==> src/rtl/uct_pkg.sv <==
package uct_pkg;

  localparam logic [3:0] ENC_UTF8   = 4'd0;
  localparam logic [3:0] ENC_U16LE  = 4'd1;
  localparam logic [3:0] ENC_U16BE  = 4'd2;
  localparam logic [3:0] ENC_U16    = 4'd3;
  localparam logic [3:0] ENC_U32LE  = 4'd4;
  localparam logic [3:0] ENC_U32BE  = 4'd5;
  localparam logic [3:0] ENC_U32    = 4'd6;
  localparam logic [3:0] ENC_LATIN1 = 4'd7;
  localparam logic [3:0] ENC_LATIN9 = 4'd8;
  localparam logic [3:0] ENC_ASCII  = 4'd9;

  localparam logic [2:0] ST_BYTE    = 3'd0;
  localparam logic [2:0] ST_END     = 3'd1;
  localparam logic [2:0] ST_ILLEGAL = 3'd2;
  localparam logic [2:0] ST_TRUNC   = 3'd3;
  localparam logic [2:0] ST_UNREP   = 3'd4;

  localparam logic [1:0] ACT_DATA  = 2'd0;
  localparam logic [1:0] ACT_END   = 2'd1;
  localparam logic [1:0] ACT_RESET = 2'd2;

  localparam logic [1:0] CFG_SRC = 2'd0;
  localparam logic [1:0] CFG_TGT = 2'd1;
  localparam logic [1:0] CFG_SUB = 2'd2;

  localparam logic [1:0] ORD_NONE = 2'd0;
  localparam logic [1:0] ORD_LE   = 2'd1;
  localparam logic [1:0] ORD_BE   = 2'd2;

  localparam logic [20:0] CP_MAX   = 21'h10FFFF;
  localparam logic [20:0] CP_PLANE = 21'h010000;
  localparam logic [20:0] CP_QMARK = 21'h00003F;

  typedef enum logic [1:0] {TK_ILL, TK_MORE, TK_CP, TK_MARK} take_t;

  typedef struct packed {
    logic [3:0] src;
    logic [3:0] tgt;
    logic       sub_en;
  } cfg_t;

  typedef struct packed {
    logic [7:0][7:0] bytes;
    logic [3:0]      n;
    logic [2:0]      status;
    logic [15:0]     subs;
  } job_t;

  typedef struct packed {
    logic            ok;
    logic            mark;
    logic [3:0]      n;
    logic [7:0][7:0] bytes;
  } enc_t;

endpackage

==> src/rtl/unicode_charset_transcoder.sv <==
// channel  direction  ports
// in       input      in_valid in_ready in_action in_byte
// out      output     out_valid out_ready out_byte out_status out_substitutions out_last
// cfg      input      cfg_valid cfg_ready cfg_index cfg_data
// an input item is decoded in the cycle of its transfer, one item per cycle while the queue is not full
// the output side gives one byte per cycle while out_ready is high, and an item has 1 to 8 bytes
// a two-entry queue sits between decoder and byte serialiser
// synchronous reset clears decoder, mark and counter state and empties the queue
// in_ready drops only while the queue is full
module unicode_charset_transcoder #(
  parameter int COUNT_WIDTH = 16
) (
  input  logic        clk,
  input  logic        rst_n,
  input  logic        in_valid,
  output logic        in_ready,
  input  logic [1:0]  in_action,
  input  logic [7:0]  in_byte,
  output logic        out_valid,
  input  logic        out_ready,
  output logic [7:0]  out_byte,
  output logic [2:0]  out_status,
  output logic [15:0] out_substitutions,
  output logic        out_last,
  input  logic        cfg_valid,
  output logic        cfg_ready,
  input  logic [1:0]  cfg_index,
  input  logic [3:0]  cfg_data
);

  uct_pkg::cfg_t cfg_r;
  uct_pkg::job_t wr_job, head;
  logic          full, empty, push, pop, take, src_wr;

  assign cfg_ready = 1'b1;
  assign in_ready = !full;
  assign take = in_valid && in_ready;
  assign src_wr = cfg_valid && (cfg_index == uct_pkg::CFG_SRC);

  always_ff @(posedge clk) begin
    if (!rst_n) begin
      cfg_r <= '0;
    end else if (cfg_valid) begin
      case (cfg_index)
        uct_pkg::CFG_SRC: cfg_r.src <= cfg_data;
        uct_pkg::CFG_TGT: cfg_r.tgt <= cfg_data;
        uct_pkg::CFG_SUB: cfg_r.sub_en <= cfg_data[0];
        default: ;
      endcase
    end
  end

  uct_front #(.COUNT_WIDTH(COUNT_WIDTH)) u_front (
    .clk(clk), .rst_n(rst_n), .cfg(cfg_r), .src_wr(src_wr), .take(take),
    .action(in_action), .in_byte(in_byte), .push(push), .job(wr_job)
  );

  uct_queue u_queue (
    .clk(clk), .rst_n(rst_n), .push(push), .wr_job(wr_job), .pop(pop),
    .rd_job(head), .full(full), .empty(empty)
  );

  uct_back u_back (
    .clk(clk), .rst_n(rst_n), .head(head), .empty(empty), .pop(pop),
    .out_valid(out_valid), .out_ready(out_ready), .out_byte(out_byte),
    .out_status(out_status), .out_substitutions(out_substitutions), .out_last(out_last)
  );

endmodule

==> src/rtl/uct_front.sv <==
module uct_front #(
  parameter int COUNT_WIDTH = 16
) (
  input  logic            clk,
  input  logic            rst_n,
  input  uct_pkg::cfg_t   cfg,
  input  logic            src_wr,
  input  logic            take,
  input  logic [1:0]      action,
  input  logic [7:0]      in_byte,
  output logic            push,
  output uct_pkg::job_t   job
);

  logic [7:0]             held_r [6];
  logic [2:0]             hc_r, hc_nxt, exp_r, exp_nxt;
  logic [1:0]             ord_r, ord_nxt, ordv;
  logic                   mseen_r, mseen_nxt, omark_r, omark_nxt;
  logic [COUNT_WIDTH-1:0] cnt_r, cnt_nxt;
  logic                   wr_held, has_job, be;
  logic [7:0]             nb [6];
  logic [2:0]             nc;
  uct_pkg::take_t         tk;
  logic [20:0]            cp, v8;
  logic [15:0]            hi, lo;
  logic [31:0]            v32;
  uct_pkg::enc_t          er;

  function automatic uct_pkg::enc_t put_char(input logic [20:0] c, input logic [3:0] t,
                                             input logic om);
    uct_pkg::enc_t r;
    logic [19:0]   v;
    logic [15:0]   u0, u1;
    logic          b;
    int            m;
    r = '0;
    v = 20'(c - uct_pkg::CP_PLANE);
    u0 = 16'hD800 | {6'd0, v[19:10]};
    u1 = 16'hDC00 | {6'd0, v[9:0]};
    m = 0;
    case (t)
      uct_pkg::ENC_UTF8: begin
        r.ok = 1'b1;
        if (c < 21'h80) begin
          r.bytes[0] = c[7:0];
          r.n = 4'd1;
        end else if (c < 21'h800) begin
          r.bytes[0] = {3'b110, c[10:6]};
          r.bytes[1] = {2'b10, c[5:0]};
          r.n = 4'd2;
        end else if (c < 21'h10000) begin
          r.bytes[0] = {4'b1110, c[15:12]};
          r.bytes[1] = {2'b10, c[11:6]};
          r.bytes[2] = {2'b10, c[5:0]};
          r.n = 4'd3;
        end else begin
          r.bytes[0] = {5'b11110, c[20:18]};
          r.bytes[1] = {2'b10, c[17:12]};
          r.bytes[2] = {2'b10, c[11:6]};
          r.bytes[3] = {2'b10, c[5:0]};
          r.n = 4'd4;
        end
      end
      uct_pkg::ENC_U16LE, uct_pkg::ENC_U16BE, uct_pkg::ENC_U16: begin
        r.ok = 1'b1;
        b = (t == uct_pkg::ENC_U16BE);
        if (t == uct_pkg::ENC_U16 && !om) begin
          r.bytes[0] = 8'hFF;
          r.bytes[1] = 8'hFE;
          r.mark = 1'b1;
          m = 2;
        end
        if (c >= uct_pkg::CP_PLANE) begin
          r.bytes[m]   = b ? u0[15:8] : u0[7:0];
          r.bytes[m+1] = b ? u0[7:0] : u0[15:8];
          r.bytes[m+2] = b ? u1[15:8] : u1[7:0];
          r.bytes[m+3] = b ? u1[7:0] : u1[15:8];
          r.n = 4'(m + 4);
        end else begin
          r.bytes[m]   = b ? c[15:8] : c[7:0];
          r.bytes[m+1] = b ? c[7:0] : c[15:8];
          r.n = 4'(m + 2);
        end
      end
      uct_pkg::ENC_U32LE, uct_pkg::ENC_U32BE, uct_pkg::ENC_U32: begin
        r.ok = 1'b1;
        b = (t == uct_pkg::ENC_U32BE);
        if (t == uct_pkg::ENC_U32 && !om) begin
          r.bytes[0] = 8'hFF;
          r.bytes[1] = 8'hFE;
          r.mark = 1'b1;
          m = 4;
        end
        r.bytes[m]   = b ? 8'h00 : c[7:0];
        r.bytes[m+1] = b ? {3'd0, c[20:16]} : c[15:8];
        r.bytes[m+2] = b ? c[15:8] : {3'd0, c[20:16]};
        r.bytes[m+3] = b ? c[7:0] : 8'h00;
        r.n = 4'(m + 4);
      end
      uct_pkg::ENC_LATIN1: begin
        r.ok = (c <= 21'hFF);
        r.bytes[0] = c[7:0];
        r.n = 4'd1;
      end
      uct_pkg::ENC_LATIN9: begin
        r.n = 4'd1;
        r.ok = 1'b1;
        case (c)
          21'h20AC: r.bytes[0] = 8'hA4;
          21'h0160: r.bytes[0] = 8'hA6;
          21'h0161: r.bytes[0] = 8'hA8;
          21'h017D: r.bytes[0] = 8'hB4;
          21'h017E: r.bytes[0] = 8'hB8;
          21'h0152: r.bytes[0] = 8'hBC;
          21'h0153: r.bytes[0] = 8'hBD;
          21'h0178: r.bytes[0] = 8'hBE;
          default: begin
            r.bytes[0] = c[7:0];
            if (c > 21'hFF || c == 21'hA4 || c == 21'hA6 || c == 21'hA8 || c == 21'hB4 ||
                c == 21'hB8 || c == 21'hBC || c == 21'hBD || c == 21'hBE) begin
              r.ok = 1'b0;
            end
          end
        endcase
      end
      uct_pkg::ENC_ASCII: begin
        r.ok = (c <= 21'h7F);
        r.bytes[0] = c[7:0];
        r.n = 4'd1;
      end
      default: r.ok = 1'b0;
    endcase
    return r;
  endfunction

  always_comb begin
    hc_nxt = hc_r;
    exp_nxt = exp_r;
    ord_nxt = ord_r;
    mseen_nxt = mseen_r;
    omark_nxt = omark_r;
    cnt_nxt = cnt_r;
    wr_held = 1'b0;
    has_job = 1'b0;
    tk = uct_pkg::TK_MORE;
    cp = '0;
    job = '0;
    er = '0;
    ordv = ord_r;
    be = 1'b0;
    nc = hc_r + 3'd1;
    for (int i = 0; i < 6; i++) begin
      nb[i] = (3'(i) == hc_r) ? in_byte : held_r[i];
    end
    case (exp_r)
      3'd2:    v8 = {10'd0, nb[0][4:0], nb[1][5:0]};
      3'd3:    v8 = {5'd0, nb[0][3:0], nb[1][5:0], nb[2][5:0]};
      default: v8 = {nb[0][2:0], nb[1][5:0], nb[2][5:0], nb[3][5:0]};
    endcase
    hi = 16'd0;
    lo = 16'd0;
    v32 = 32'd0;
    case (action)
      uct_pkg::ACT_END: begin
        has_job = 1'b1;
        job.n = 4'd1;
        job.status = (hc_r == 3'd0) ? uct_pkg::ST_END : uct_pkg::ST_TRUNC;
        hc_nxt = 3'd0;
        exp_nxt = 3'd0;
      end
      uct_pkg::ACT_RESET: begin
        hc_nxt = 3'd0;
        exp_nxt = 3'd0;
        ord_nxt = uct_pkg::ORD_NONE;
        mseen_nxt = 1'b0;
        omark_nxt = 1'b0;
      end
      uct_pkg::ACT_DATA: begin
        if (cfg.src == uct_pkg::ENC_UTF8) begin
          if (hc_r == 3'd0) begin
            if (in_byte < 8'h80) begin
              tk = uct_pkg::TK_CP;
              cp = {13'd0, in_byte};
            end else if (in_byte == 8'hC0 || in_byte == 8'hC1) begin
              tk = uct_pkg::TK_ILL;
            end else begin
              wr_held = 1'b1;
              hc_nxt = 3'd1;
              if (in_byte[7:5] == 3'b110) exp_nxt = 3'd2;
              else if (in_byte[7:4] == 4'b1110) exp_nxt = 3'd3;
              else if (in_byte[7:3] == 5'b11110) exp_nxt = 3'd4;
              else if (in_byte[7:2] == 6'b111110) exp_nxt = 3'd5;
              else if (in_byte[7:1] == 7'b1111110) exp_nxt = 3'd6;
              else tk = uct_pkg::TK_ILL;
            end
          end else if (in_byte[7:6] != 2'b10 || hc_r >= 3'd6) begin
            tk = uct_pkg::TK_ILL;
          end else begin
            wr_held = 1'b1;
            hc_nxt = nc;
            if (nc >= exp_r) begin
              if (exp_r > 3'd4 || (exp_r == 3'd2 && v8 < 21'h80) ||
                  (exp_r == 3'd3 && v8 < 21'h800) || (exp_r == 3'd4 && v8 < 21'h10000) ||
                  v8 > uct_pkg::CP_MAX || (v8 >= 21'hD800 && v8 <= 21'hDFFF)) begin
                tk = uct_pkg::TK_ILL;
              end else begin
                tk = uct_pkg::TK_CP;
                cp = v8;
              end
            end
          end
        end else if (cfg.src == uct_pkg::ENC_LATIN1 || cfg.src == uct_pkg::ENC_LATIN9 ||
                     cfg.src == uct_pkg::ENC_ASCII) begin
          tk = uct_pkg::TK_CP;
          cp = {13'd0, in_byte};
          if (cfg.src == uct_pkg::ENC_ASCII && in_byte > 8'h7F) tk = uct_pkg::TK_ILL;
          if (cfg.src == uct_pkg::ENC_LATIN9) begin
            case (in_byte)
              8'hA4:   cp = 21'h20AC;
              8'hA6:   cp = 21'h0160;
              8'hA8:   cp = 21'h0161;
              8'hB4:   cp = 21'h017D;
              8'hB8:   cp = 21'h017E;
              8'hBC:   cp = 21'h0152;
              8'hBD:   cp = 21'h0153;
              8'hBE:   cp = 21'h0178;
              default: cp = {13'd0, in_byte};
            endcase
          end
        end else if (cfg.src < uct_pkg::ENC_U16LE || cfg.src > uct_pkg::ENC_U32 ||
                     hc_r >= 3'd6) begin
          tk = uct_pkg::TK_ILL;
        end else begin
          wr_held = 1'b1;
          hc_nxt = nc;
          if (cfg.src <= uct_pkg::ENC_U16) begin
            if (nc >= 3'd2) begin
              if (nc == 3'd2 && cfg.src == uct_pkg::ENC_U16 && !mseen_r) begin
                mseen_nxt = 1'b1;
                if (nb[0] == 8'hFF && nb[1] == 8'hFE) begin
                  ordv = uct_pkg::ORD_LE;
                  tk = uct_pkg::TK_MARK;
                end else begin
                  ordv = uct_pkg::ORD_BE;
                  if (nb[0] == 8'hFE && nb[1] == 8'hFF) tk = uct_pkg::TK_MARK;
                end
                ord_nxt = ordv;
              end
              be = (cfg.src == uct_pkg::ENC_U16BE) ||
                   (cfg.src == uct_pkg::ENC_U16 && ordv != uct_pkg::ORD_LE);
              hi = be ? {nb[0], nb[1]} : {nb[1], nb[0]};
              lo = be ? {nb[2], nb[3]} : {nb[3], nb[2]};
              if (tk != uct_pkg::TK_MARK) begin
                if (nc == 3'd2) begin
                  if (hi[15:10] == 6'b110110) begin
                    exp_nxt = 3'd4;
                  end else if (hi[15:10] == 6'b110111) begin
                    tk = uct_pkg::TK_ILL;
                  end else begin
                    tk = uct_pkg::TK_CP;
                    cp = {5'd0, hi};
                  end
                end else if (nc >= 3'd4) begin
                  if (lo[15:10] != 6'b110111) begin
                    tk = uct_pkg::TK_ILL;
                  end else begin
                    tk = uct_pkg::TK_CP;
                    cp = {1'b0, hi[9:0], lo[9:0]} + uct_pkg::CP_PLANE;
                  end
                end
              end
            end
          end else if (nc >= 3'd4) begin
            if (cfg.src == uct_pkg::ENC_U32 && !mseen_r) begin
              mseen_nxt = 1'b1;
              if (nb[0] == 8'hFF && nb[1] == 8'hFE && nb[2] == 8'h00 && nb[3] == 8'h00) begin
                ordv = uct_pkg::ORD_LE;
                tk = uct_pkg::TK_MARK;
              end else begin
                ordv = uct_pkg::ORD_BE;
                if (nb[0] == 8'h00 && nb[1] == 8'h00 && nb[2] == 8'hFE && nb[3] == 8'hFF) begin
                  tk = uct_pkg::TK_MARK;
                end
              end
              ord_nxt = ordv;
            end
            be = (cfg.src == uct_pkg::ENC_U32BE) ||
                 (cfg.src == uct_pkg::ENC_U32 && ordv != uct_pkg::ORD_LE);
            v32 = be ? {nb[0], nb[1], nb[2], nb[3]} : {nb[3], nb[2], nb[1], nb[0]};
            if (tk != uct_pkg::TK_MARK) begin
              if (v32 > 32'h10FFFF || (v32 >= 32'hD800 && v32 <= 32'hDFFF)) begin
                tk = uct_pkg::TK_ILL;
              end else begin
                tk = uct_pkg::TK_CP;
                cp = v32[20:0];
              end
            end
          end
        end
        if (tk != uct_pkg::TK_MORE) begin
          hc_nxt = 3'd0;
          exp_nxt = 3'd0;
        end
        if (tk == uct_pkg::TK_ILL) begin
          has_job = 1'b1;
          job.n = 4'd1;
          job.status = uct_pkg::ST_ILLEGAL;
        end else if (tk == uct_pkg::TK_CP) begin
          has_job = 1'b1;
          er = put_char(cp, cfg.tgt, omark_r);
          if (!er.ok && cfg.sub_en) begin
            er = put_char(uct_pkg::CP_QMARK, cfg.tgt, omark_r);
            if (er.ok && cnt_r != '1) cnt_nxt = cnt_r + COUNT_WIDTH'(1);
          end
          if (er.ok) begin
            job.bytes = er.bytes;
            job.n = er.n;
            job.status = uct_pkg::ST_BYTE;
            omark_nxt = omark_r | er.mark;
          end else begin
            job.n = 4'd1;
            job.status = uct_pkg::ST_UNREP;
          end
        end
      end
      default: ;
    endcase
    job.subs = 16'(cnt_nxt);
  end

  assign push = take && has_job;

  always_ff @(posedge clk) begin
    if (take && wr_held) begin
      held_r[hc_r] <= in_byte;
    end
  end

  always_ff @(posedge clk) begin
    if (!rst_n) begin
      hc_r <= 3'd0;
      exp_r <= 3'd0;
      ord_r <= uct_pkg::ORD_NONE;
      mseen_r <= 1'b0;
      omark_r <= 1'b0;
      cnt_r <= '0;
    end else if (src_wr) begin
      hc_r <= 3'd0;
      exp_r <= 3'd0;
    end else if (take) begin
      hc_r <= hc_nxt;
      exp_r <= exp_nxt;
      ord_r <= ord_nxt;
      mseen_r <= mseen_nxt;
      omark_r <= omark_nxt;
      cnt_r <= cnt_nxt;
    end
  end

endmodule

==> src/rtl/uct_queue.sv <==
module uct_queue (
  input  logic          clk,
  input  logic          rst_n,
  input  logic          push,
  input  uct_pkg::job_t wr_job,
  input  logic          pop,
  output uct_pkg::job_t rd_job,
  output logic          full,
  output logic          empty
);

  uct_pkg::job_t mem_r [2];
  logic          wp_r, rp_r;
  logic [1:0]    cnt_r, cnt_nxt;

  assign full = (cnt_r == 2'd2);
  assign empty = (cnt_r == 2'd0);
  assign rd_job = mem_r[rp_r];

  always_comb begin
    cnt_nxt = cnt_r;
    if (push && !pop) cnt_nxt = cnt_r + 2'd1;
    else if (pop && !push) cnt_nxt = cnt_r - 2'd1;
  end

  always_ff @(posedge clk) begin
    if (push) begin
      mem_r[wp_r] <= wr_job;
    end
  end

  always_ff @(posedge clk) begin
    if (!rst_n) begin
      wp_r <= 1'b0;
      rp_r <= 1'b0;
      cnt_r <= 2'd0;
    end else begin
      if (push) wp_r <= ~wp_r;
      if (pop) rp_r <= ~rp_r;
      cnt_r <= cnt_nxt;
    end
  end

endmodule

==> src/rtl/uct_back.sv <==
module uct_back (
  input  logic          clk,
  input  logic          rst_n,
  input  uct_pkg::job_t head,
  input  logic          empty,
  output logic          pop,
  output logic          out_valid,
  input  logic          out_ready,
  output logic [7:0]    out_byte,
  output logic [2:0]    out_status,
  output logic [15:0]   out_substitutions,
  output logic          out_last
);

  logic [2:0] idx_r, idx_nxt;

  assign out_valid = !empty;
  assign out_byte = head.bytes[idx_r];
  assign out_status = head.status;
  assign out_substitutions = head.subs;
  assign out_last = ({1'b0, idx_r} + 4'd1 == head.n);
  assign pop = out_valid && out_ready && out_last;

  always_comb begin
    idx_nxt = idx_r;
    if (out_valid && out_ready) begin
      idx_nxt = out_last ? 3'd0 : idx_r + 3'd1;
    end
  end

  always_ff @(posedge clk) begin
    if (!rst_n) begin
      idx_r <= 3'd0;
    end else begin
      idx_r <= idx_nxt;
    end
  end

endmodule

==> config.mk <==
export PLATFORM = sky130hd
export DESIGN_NAME = unicode_charset_transcoder
export DESIGN_NICKNAME = d
export VERILOG_FILES = /design/src/rtl/uct_pkg.sv /design/src/rtl/unicode_charset_transcoder.sv /design/src/rtl/uct_front.sv /design/src/rtl/uct_queue.sv /design/src/rtl/uct_back.sv
export SDC_FILE = /design/constraint.sdc
export NUM_CORES = 1
export LEC_CHECK = 0
export ABC_AREA = 1
export BUFFER_PORTS_ARGS = -buffer_cell sky130_fd_sc_hd__buf_2
export CORE_MARGIN = 3
export CORE_UTILIZATION = 50
export CTS_CLUSTER_DIAMETER = 40
export DETAILED_ROUTE_END_ITERATION = 7
export PLACE_DENSITY = 0.65
export SKIP_LAST_GASP = 1
export SYNTH_ARGS = -nofsm -noshare
export SYNTH_HDL_FRONTEND = slang
export SYNTH_HIERARCHICAL = 1
export SYNTH_SLANG_ARGS = --single-unit
==> constraint.sdc <==
create_clock -name clk -period 10.5 [get_ports clk]
set_clock_uncertainty 0.1 [all_clocks]
set_input_delay 0.525 -clock clk [delete_from_list [all_inputs] [get_ports clk]]
set_output_delay 0.525 -clock clk [all_outputs]
set_load 0.02 [all_outputs]
## Yosys cells after proc, flatten, opt, wreduce, memory -nomap -nowiden

Memories as Yosys holds them, arrays and structs flattened. A register that Yosys moved wholly into a read port is not among the register bits.
Cells that the tools add are included.
W data, S select, Z words.

- Reductions and logical operators: 106
- $add $sub $neg: 22
- Bitwise logic cells: 9
- Eq/ne operators: 101
- $lt $le $gt $ge: 55
- Muxes and demuxes: 300

Operators by type and width:

| cell | count |
|---|---|
| $bwmux W64 | 14 |
| $mux W32 | 17 |
| $ge A32 B1 Y1 const B | 14 |
| $lt A32 B5 Y1 const B | 14 |
| $mux W16 | 28 |
| $mux W21 | 19 |
| $demux W8 S3 | 14 |
| $mux W70 | 4 |
| $mux W8 | 32 |
| $add A32 B3 Y32 const B | 6 |
| $mux W64 | 3 |
| $eq A21 B8 Y1 const B | 8 |
| $eq A21 B9 Y1 const B | 7 |
| $mux W2 | 68 |
| $add A32 B2 Y32 const B | 4 |
| $and A64 B64 Y64 | 2 |
| $eq A8 B8 Y1 const B | 16 |
| $not A64 Y64 | 2 |
| $pmux W32 S2 | 2 |
| $pmux W14 S8 | 1 |
| $mux W3 | 28 |
| $pmux W24 S3 | 1 |
| $mux W71 | 1 |
| $mux W68 | 1 |
| other kinds (100) | 287 |

- Register bits: 42
- Bits of input ports: 21
- Word-level logic and storage cells: 608
- Output and inout bits: 31
- Bits in writable memories: 222
- Memories: 2

Memory list:

| name | depth | width | rd ports | clocked after memory_dff | write ports | line | source |
|---|---|---|---|---|---|---|---|
| u_queue.mem_r | 2 | 87 | 1 | 1 | 1 | uct_queue.sv:12 | `uct_pkg::job_t mem_r [2];` |
| u_front.held_r | 6 | 8 | 4 | 0 | 1 | uct_front.sv:15 | `logic [7:0] held_r [6];` |

## Depth between registers and ports, before layout

- Depth in word-level cells: 69
- Depth in mapped cells: 48

## By module

The synthesis kept the hierarchy.

By module, submodules not included:

| module | sequential area each (µm²) | cells an instance | instances | area an instance (µm²) |
|---|---|---|---|---|
| uct_front | 1,481.4 | 1,814 | 1 | 9,992.1 |
| uct_queue | 5,325.1 | 306 | 1 | 6,626.4 |
| uct_back | 60.1 | 192 | 1 | 1,003.5 |
| unicode_charset_transcoder | 180.2 | 68 | 1 | 460.4 |

## Worst setup path after synthesis

No wires, ideal clock.

- Kind: register to register
- From: reg u_front.hc_r[0]
- To: mem u_queue/mem_r[0][0] (netlist name), enable pin
- Setup slack: 3,021 ps
- Buffers on the path: 4
- Stages on the path, launching flop included: 28
- Library setup time: 533 ps
- Arrival time: 6,846 ps
- Path through: dfxtp_1 inv_1 ha_1 buf_4 nand2_4 buf_6 nand2_1 nand2_2 nand2_2 nor2_1 nand2_2 o21ai_2 nand3_1 nand2_2 buf_6 clkbuf_1 nand2_1 o21ai_0 nor2_1 nand2_1 a211oi_1 nor2_1 inv_1 nor2_1 inv_1 a21oi_1 inv_1 nor2_1

- Cells in the longest elaborated chain, start to end: 36
- Elaborated cells between the ends (all ways): 131

RTL lines:

| item | line | source |
|---|---|---|
| start, declared | uct_front.sv:16 | `logic [2:0] hc_r, hc_nxt, exp_r, exp_nxt;` |
| start signal, assigned | uct_front.sv:351 | `hc_r <= hc_nxt;` |
| $eq A1 B3 Y1 or $logic_not A3 Y1 (tied branches) | uct_front.sv:153, uct_front.sv:180 |  |
| $mux W8 | uct_front.sv:153 | `nb[i] = (3'(i) == hc_r) ? in_byte : held_r[i];` |
| $eq A8 B8 Y1 | uct_front.sv:240, uct_front.sv:276 |  |
| $logic_and A1 B1 Y1 | uct_front.sv:240, uct_front.sv:276 |  |
| $logic_and A1 B1 Y1 (2 in series) | uct_front.sv:276 | `if (nb[0] == 8'hFF && nb[1] == 8'hFE && nb[2] == 8'h00 && nb[3] == 8'h00) begin` |
| $mux W2 | uct_front.sv:276 |  |
| $mux W2 | uct_front.sv:274 | `if (cfg.src == uct_pkg::ENC_U32 && !mseen_r) begin` |
| $mux W2 | uct_front.sv:273 | `end else if (nc >= 3'd4) begin` |
| (+20 left out) | - |  |
| $eq A2 B2 Y1 | uct_front.sv:308 | `end else if (tk == uct_pkg::TK_CP) begin` |
| $mux W1 | uct_front.sv:308 |  |
| $mux W1 (*) | uct_front.sv:304 | `if (tk == uct_pkg::TK_ILL) begin` |
| $pmux W1 S2 (*) | uct_front.sv:163 | `case (action)` |
| $logic_and A1 B1 Y1 (*) | uct_front.sv:331 | `assign push = take && has_job;` |
| net push | unicode_charset_transcoder.sv:33 | `logic full, empty, push, pop, take, src_wr;` |
| $mux W1 (*) | uct_queue.sv:27 | `if (push) begin` |
| $mux W1 (not written as such) (*) | uct_queue.sv:28 | `mem_r[wp_r] <= wr_job;` |
| end, declared | uct_queue.sv:12 |  |

Mark *: on every way through the listed nets, which the timed path passes. The rest lies on a longest branch. The select of a mux whose other input is x is not followed.

==> key figures <==
Run status
  • Status: complete, no violations

STA
  • Fmax: 0.130 GHz
  • Slew Viols, Final: 0
  • Worst setup slack after layout: approximately 2.8 ns
  • Endpoints failing hold: 0
  • Worst-margin pin slew: 1.15 ns
  • Setup TNS: 0 ns
  • Minimum clock period: 7.69 ns
  • RSZ-0062 raised after global routing: false
  • Final setup fails: 0
  • Max-slew headroom: between 20% and 30%
  • Period utilization: 73.3%

Floorplan
  • Die area: ~38000 sq um
  • FP Rows: 69
  • Die Wd: 196 um
  • Core ar.: approximately 36000 sq um
  • Starting Density: about 51%
  • Chip height: 196 um
  • IO Pins: 52

Drt
  • Vias/cell: 6.05
  • Wire length on met2: 28500 um
  • Final ANT Viol Nets: 0
  • Initial DRC count: 2071
  • WL per Instance: ~22 um
  • Routed WL: 64200 um
  • Pre-antenna DRT Iters: 6
  • Routed wl met3: 6140 um
  • DRT met1 WL: 26800 um
  • DR top layer: met4
  • DR vias: 17289
  • # DRC: 0

Finish
  • Commonest non-fill, non-tap cell in the layout: nand2_1
  • # diodes: 0
  • Area delta synth->final: 8.17%
  • Final core utilization: 55.0%
  • Share of layout cells above drive strength 1: 14.0%
  • # fillers: 3387
  • # nets final: around 2400
  • Commonest non-fill, non-tap cells in the layout: nand2_1 (559), nor2_1 (277), inv_1 (259)

Yosys
  • Sequential-to-total area share from yosys stat: 39.0%
  • Seq cells post-synth: around 250
  • Async set or reset register ratio after synthesis: 0%
  • Yosys top cell by area: edfxtp_1
  • Area contributors post-synth: edfxtp_1 (34%), nand2_1 (12%), nor2_1 (5.8%), inv_1 (5.4%), dfxtp_1 (4.8%)
  • EDFF count, synth: 206
  • Synthesized cell area: 18100 sq um
  • Synth top area share: between 30% and 40%
  • Post-synth cell types: 66
  • Most used flip-flop cell after synthesis: edfxtp_1
  • Synth Area per Inst: 7.60 sq um
  • Syn. warnings: 6
  • Synth Instances: 2380

Setup path
  • Worst EP required: about 11 ns
  • Cell mode on critical path: nand2_1
  • Critical-path top delay cell: nand2_2
  • Crit. End Element: register
  • Critical Path Fanout Max: 45
  • WS Path Type: register to register
  • Critical path startpoint category: register
  • Worst endpoint data arrival time: 7.87 ns
  • Slowest stage delay, CP: 0.59 ns

CTS
  • Clock Tree Buf Depth: 3
  • Worst-skew pair later-pin latency: 0.55 ns
  • Setup bufs post-CTS: 0
  • Clock Sinks: 249
  • CTS tree: yes
  • CTS Hold Bufs: 0
  • Count of cells resized by post-cts repair: 0
  • Root buffer cell: clkbuf_16
  • Num CTS Buffers: 36
  • Worst-path clk slew: about 0.060 ns
  • H-tree depth: 2

Job
  • Max-cap violations: 0

Global routing
  • Total GRT Usage: 32.9%
  • GRT overflow: 0
  • Largest net degree at the start of global routing: 66
  • First-pass GRT wire length: 97800 um
  • Vias in the first global route: 16342
  • Antenna violations before repair: 0

Power
  • Maximum VDD drop: 0.178 mV
  • Leakage: 8.03 nW
  • Power Total: approximately 0.0032 W
  • Power per cell area: about 160 nW/um^2

Placement
  • Setup WS pre-CTS: 3.16 ns
  • Port-buffer cells: 50
  • Detailed Place HPWL: approximately 48000 um
  • Gpl congestion: 1.03

Hold path
  • Worst hold path class: input port to register
[path summary, 6_finish.rpt]
path	startpoint	to	slack, ns	cells after the start
worst max-delay path	u_front/hc_r[0]	u_queue/mem_r[0][24]	2.81	33
worst min-delay path	cfg_data[2]	cfg_r[3]	0.14	3
worst max register to register	u_front/hc_r[0]	u_queue/mem_r[0][24]	2.81	33
worst min register to register	u_queue/rp_r	register	0.40	2
[layout make-up]
cell class	instances	area [sq um]	share of cell area [%]
clock inverter	26	320	1.64
clock buffer	39	912	4.66
tap	461	577	2.95
timing repair buffer	65	363	1.86
multi-input combinational	1739	9280	47.4
inverter	281	1060	5.42
sequential	249	7050	36.0
[kinds of logic after synthesis]
group / share of synthesized area [%]
AO/OA/AOI/OAI: 14.1
XOR/XNOR: 0.436
adder cells (fa/ha/maj): 1.31
buffers and inverters: 10.1
flip-flops: 39.0
multiplexers: 6.10
other: 0.0415
AND/OR/NAND/NOR: 28.9
[flip-flops by register name, summed over array words and instances, names as in the netlist, named ones only]
register / cells
cfg_r: 9
u_front/held_r: 32
u_front/exp_r: 3
u_queue/wp_r: 1
u_back/idx_r: 3
u_front/cnt_r: 16
u_queue/rp_r: 1
u_front/mseen_r: 1
u_queue/cnt_r: 2
u_queue/mem_r: 174
u_front/omark_r: 1
u_front/hc_r: 3
u_front/ord_r: 2
[stage by stage]
| step | hold WS [ns] | std cells | instance area, sq um |
|---|---|---|---|
| global route | 0.163 | 2860 | 19600 |
| finish | 0.142 | 2860 | 19600 |
| global placement | 0.379 | 2795 | 18300 |
| floorplan | 0.354 | 2390 | 18100 |
| CTS | 0.115 | 2860 | 19600 |
| detailed placement | 0.391 | 2795 | 18300 |
[routing by layer]
layer	vias to the layer above	track usage, %
met3	164	5.48
li1	8015	-
met1	8172	46.2
met5	-	0
met2	938	50.7
met4	0	13.6
[critical path: cells and delay by family (launching register included)]
kind                       cells  cell delay [ns]
buffers and inverters          7             1.38
DFF                            1             0.47
AOI/OAI and AO/OA              5             0.68
and+or+nand+nor               20             4.25
adders and majority gates      1             0.51
[power by group]
| part | internal [W] | total (W) | switching [W] |
|---|---|---|---|
| Sequential | 0.00111 | 0.00114 | 0.0000222 |
| Clock | 0.000748 | 0.00122 | 0.000470 |
| Combinational | 0.000214 | 0.000837 | 0.000622 |
| Total | 0.00208 | 0.00319 | 0.00111 |
[synthesized netlist by cell type (16+ instances only)]
master / n
buf_6: 16
clkbuf_1: 38
nand4_1: 31
mux2_2: 57
ha_1: 19
nor3_1: 42
o21ai_0: 133
nor2_1: 279
o211ai_1: 20
nand3_1: 154
nand2_2: 35
mux2_4: 30
buf_4: 36
o221ai_1: 21
a21oi_1: 124
nand2_1: 559
o21ai_1: 55
dfxtp_1: 43
buf_2: 25
edfxtp_1: 206
inv_1: 260
Note: power is estimated with default switching activity, not from simulation.
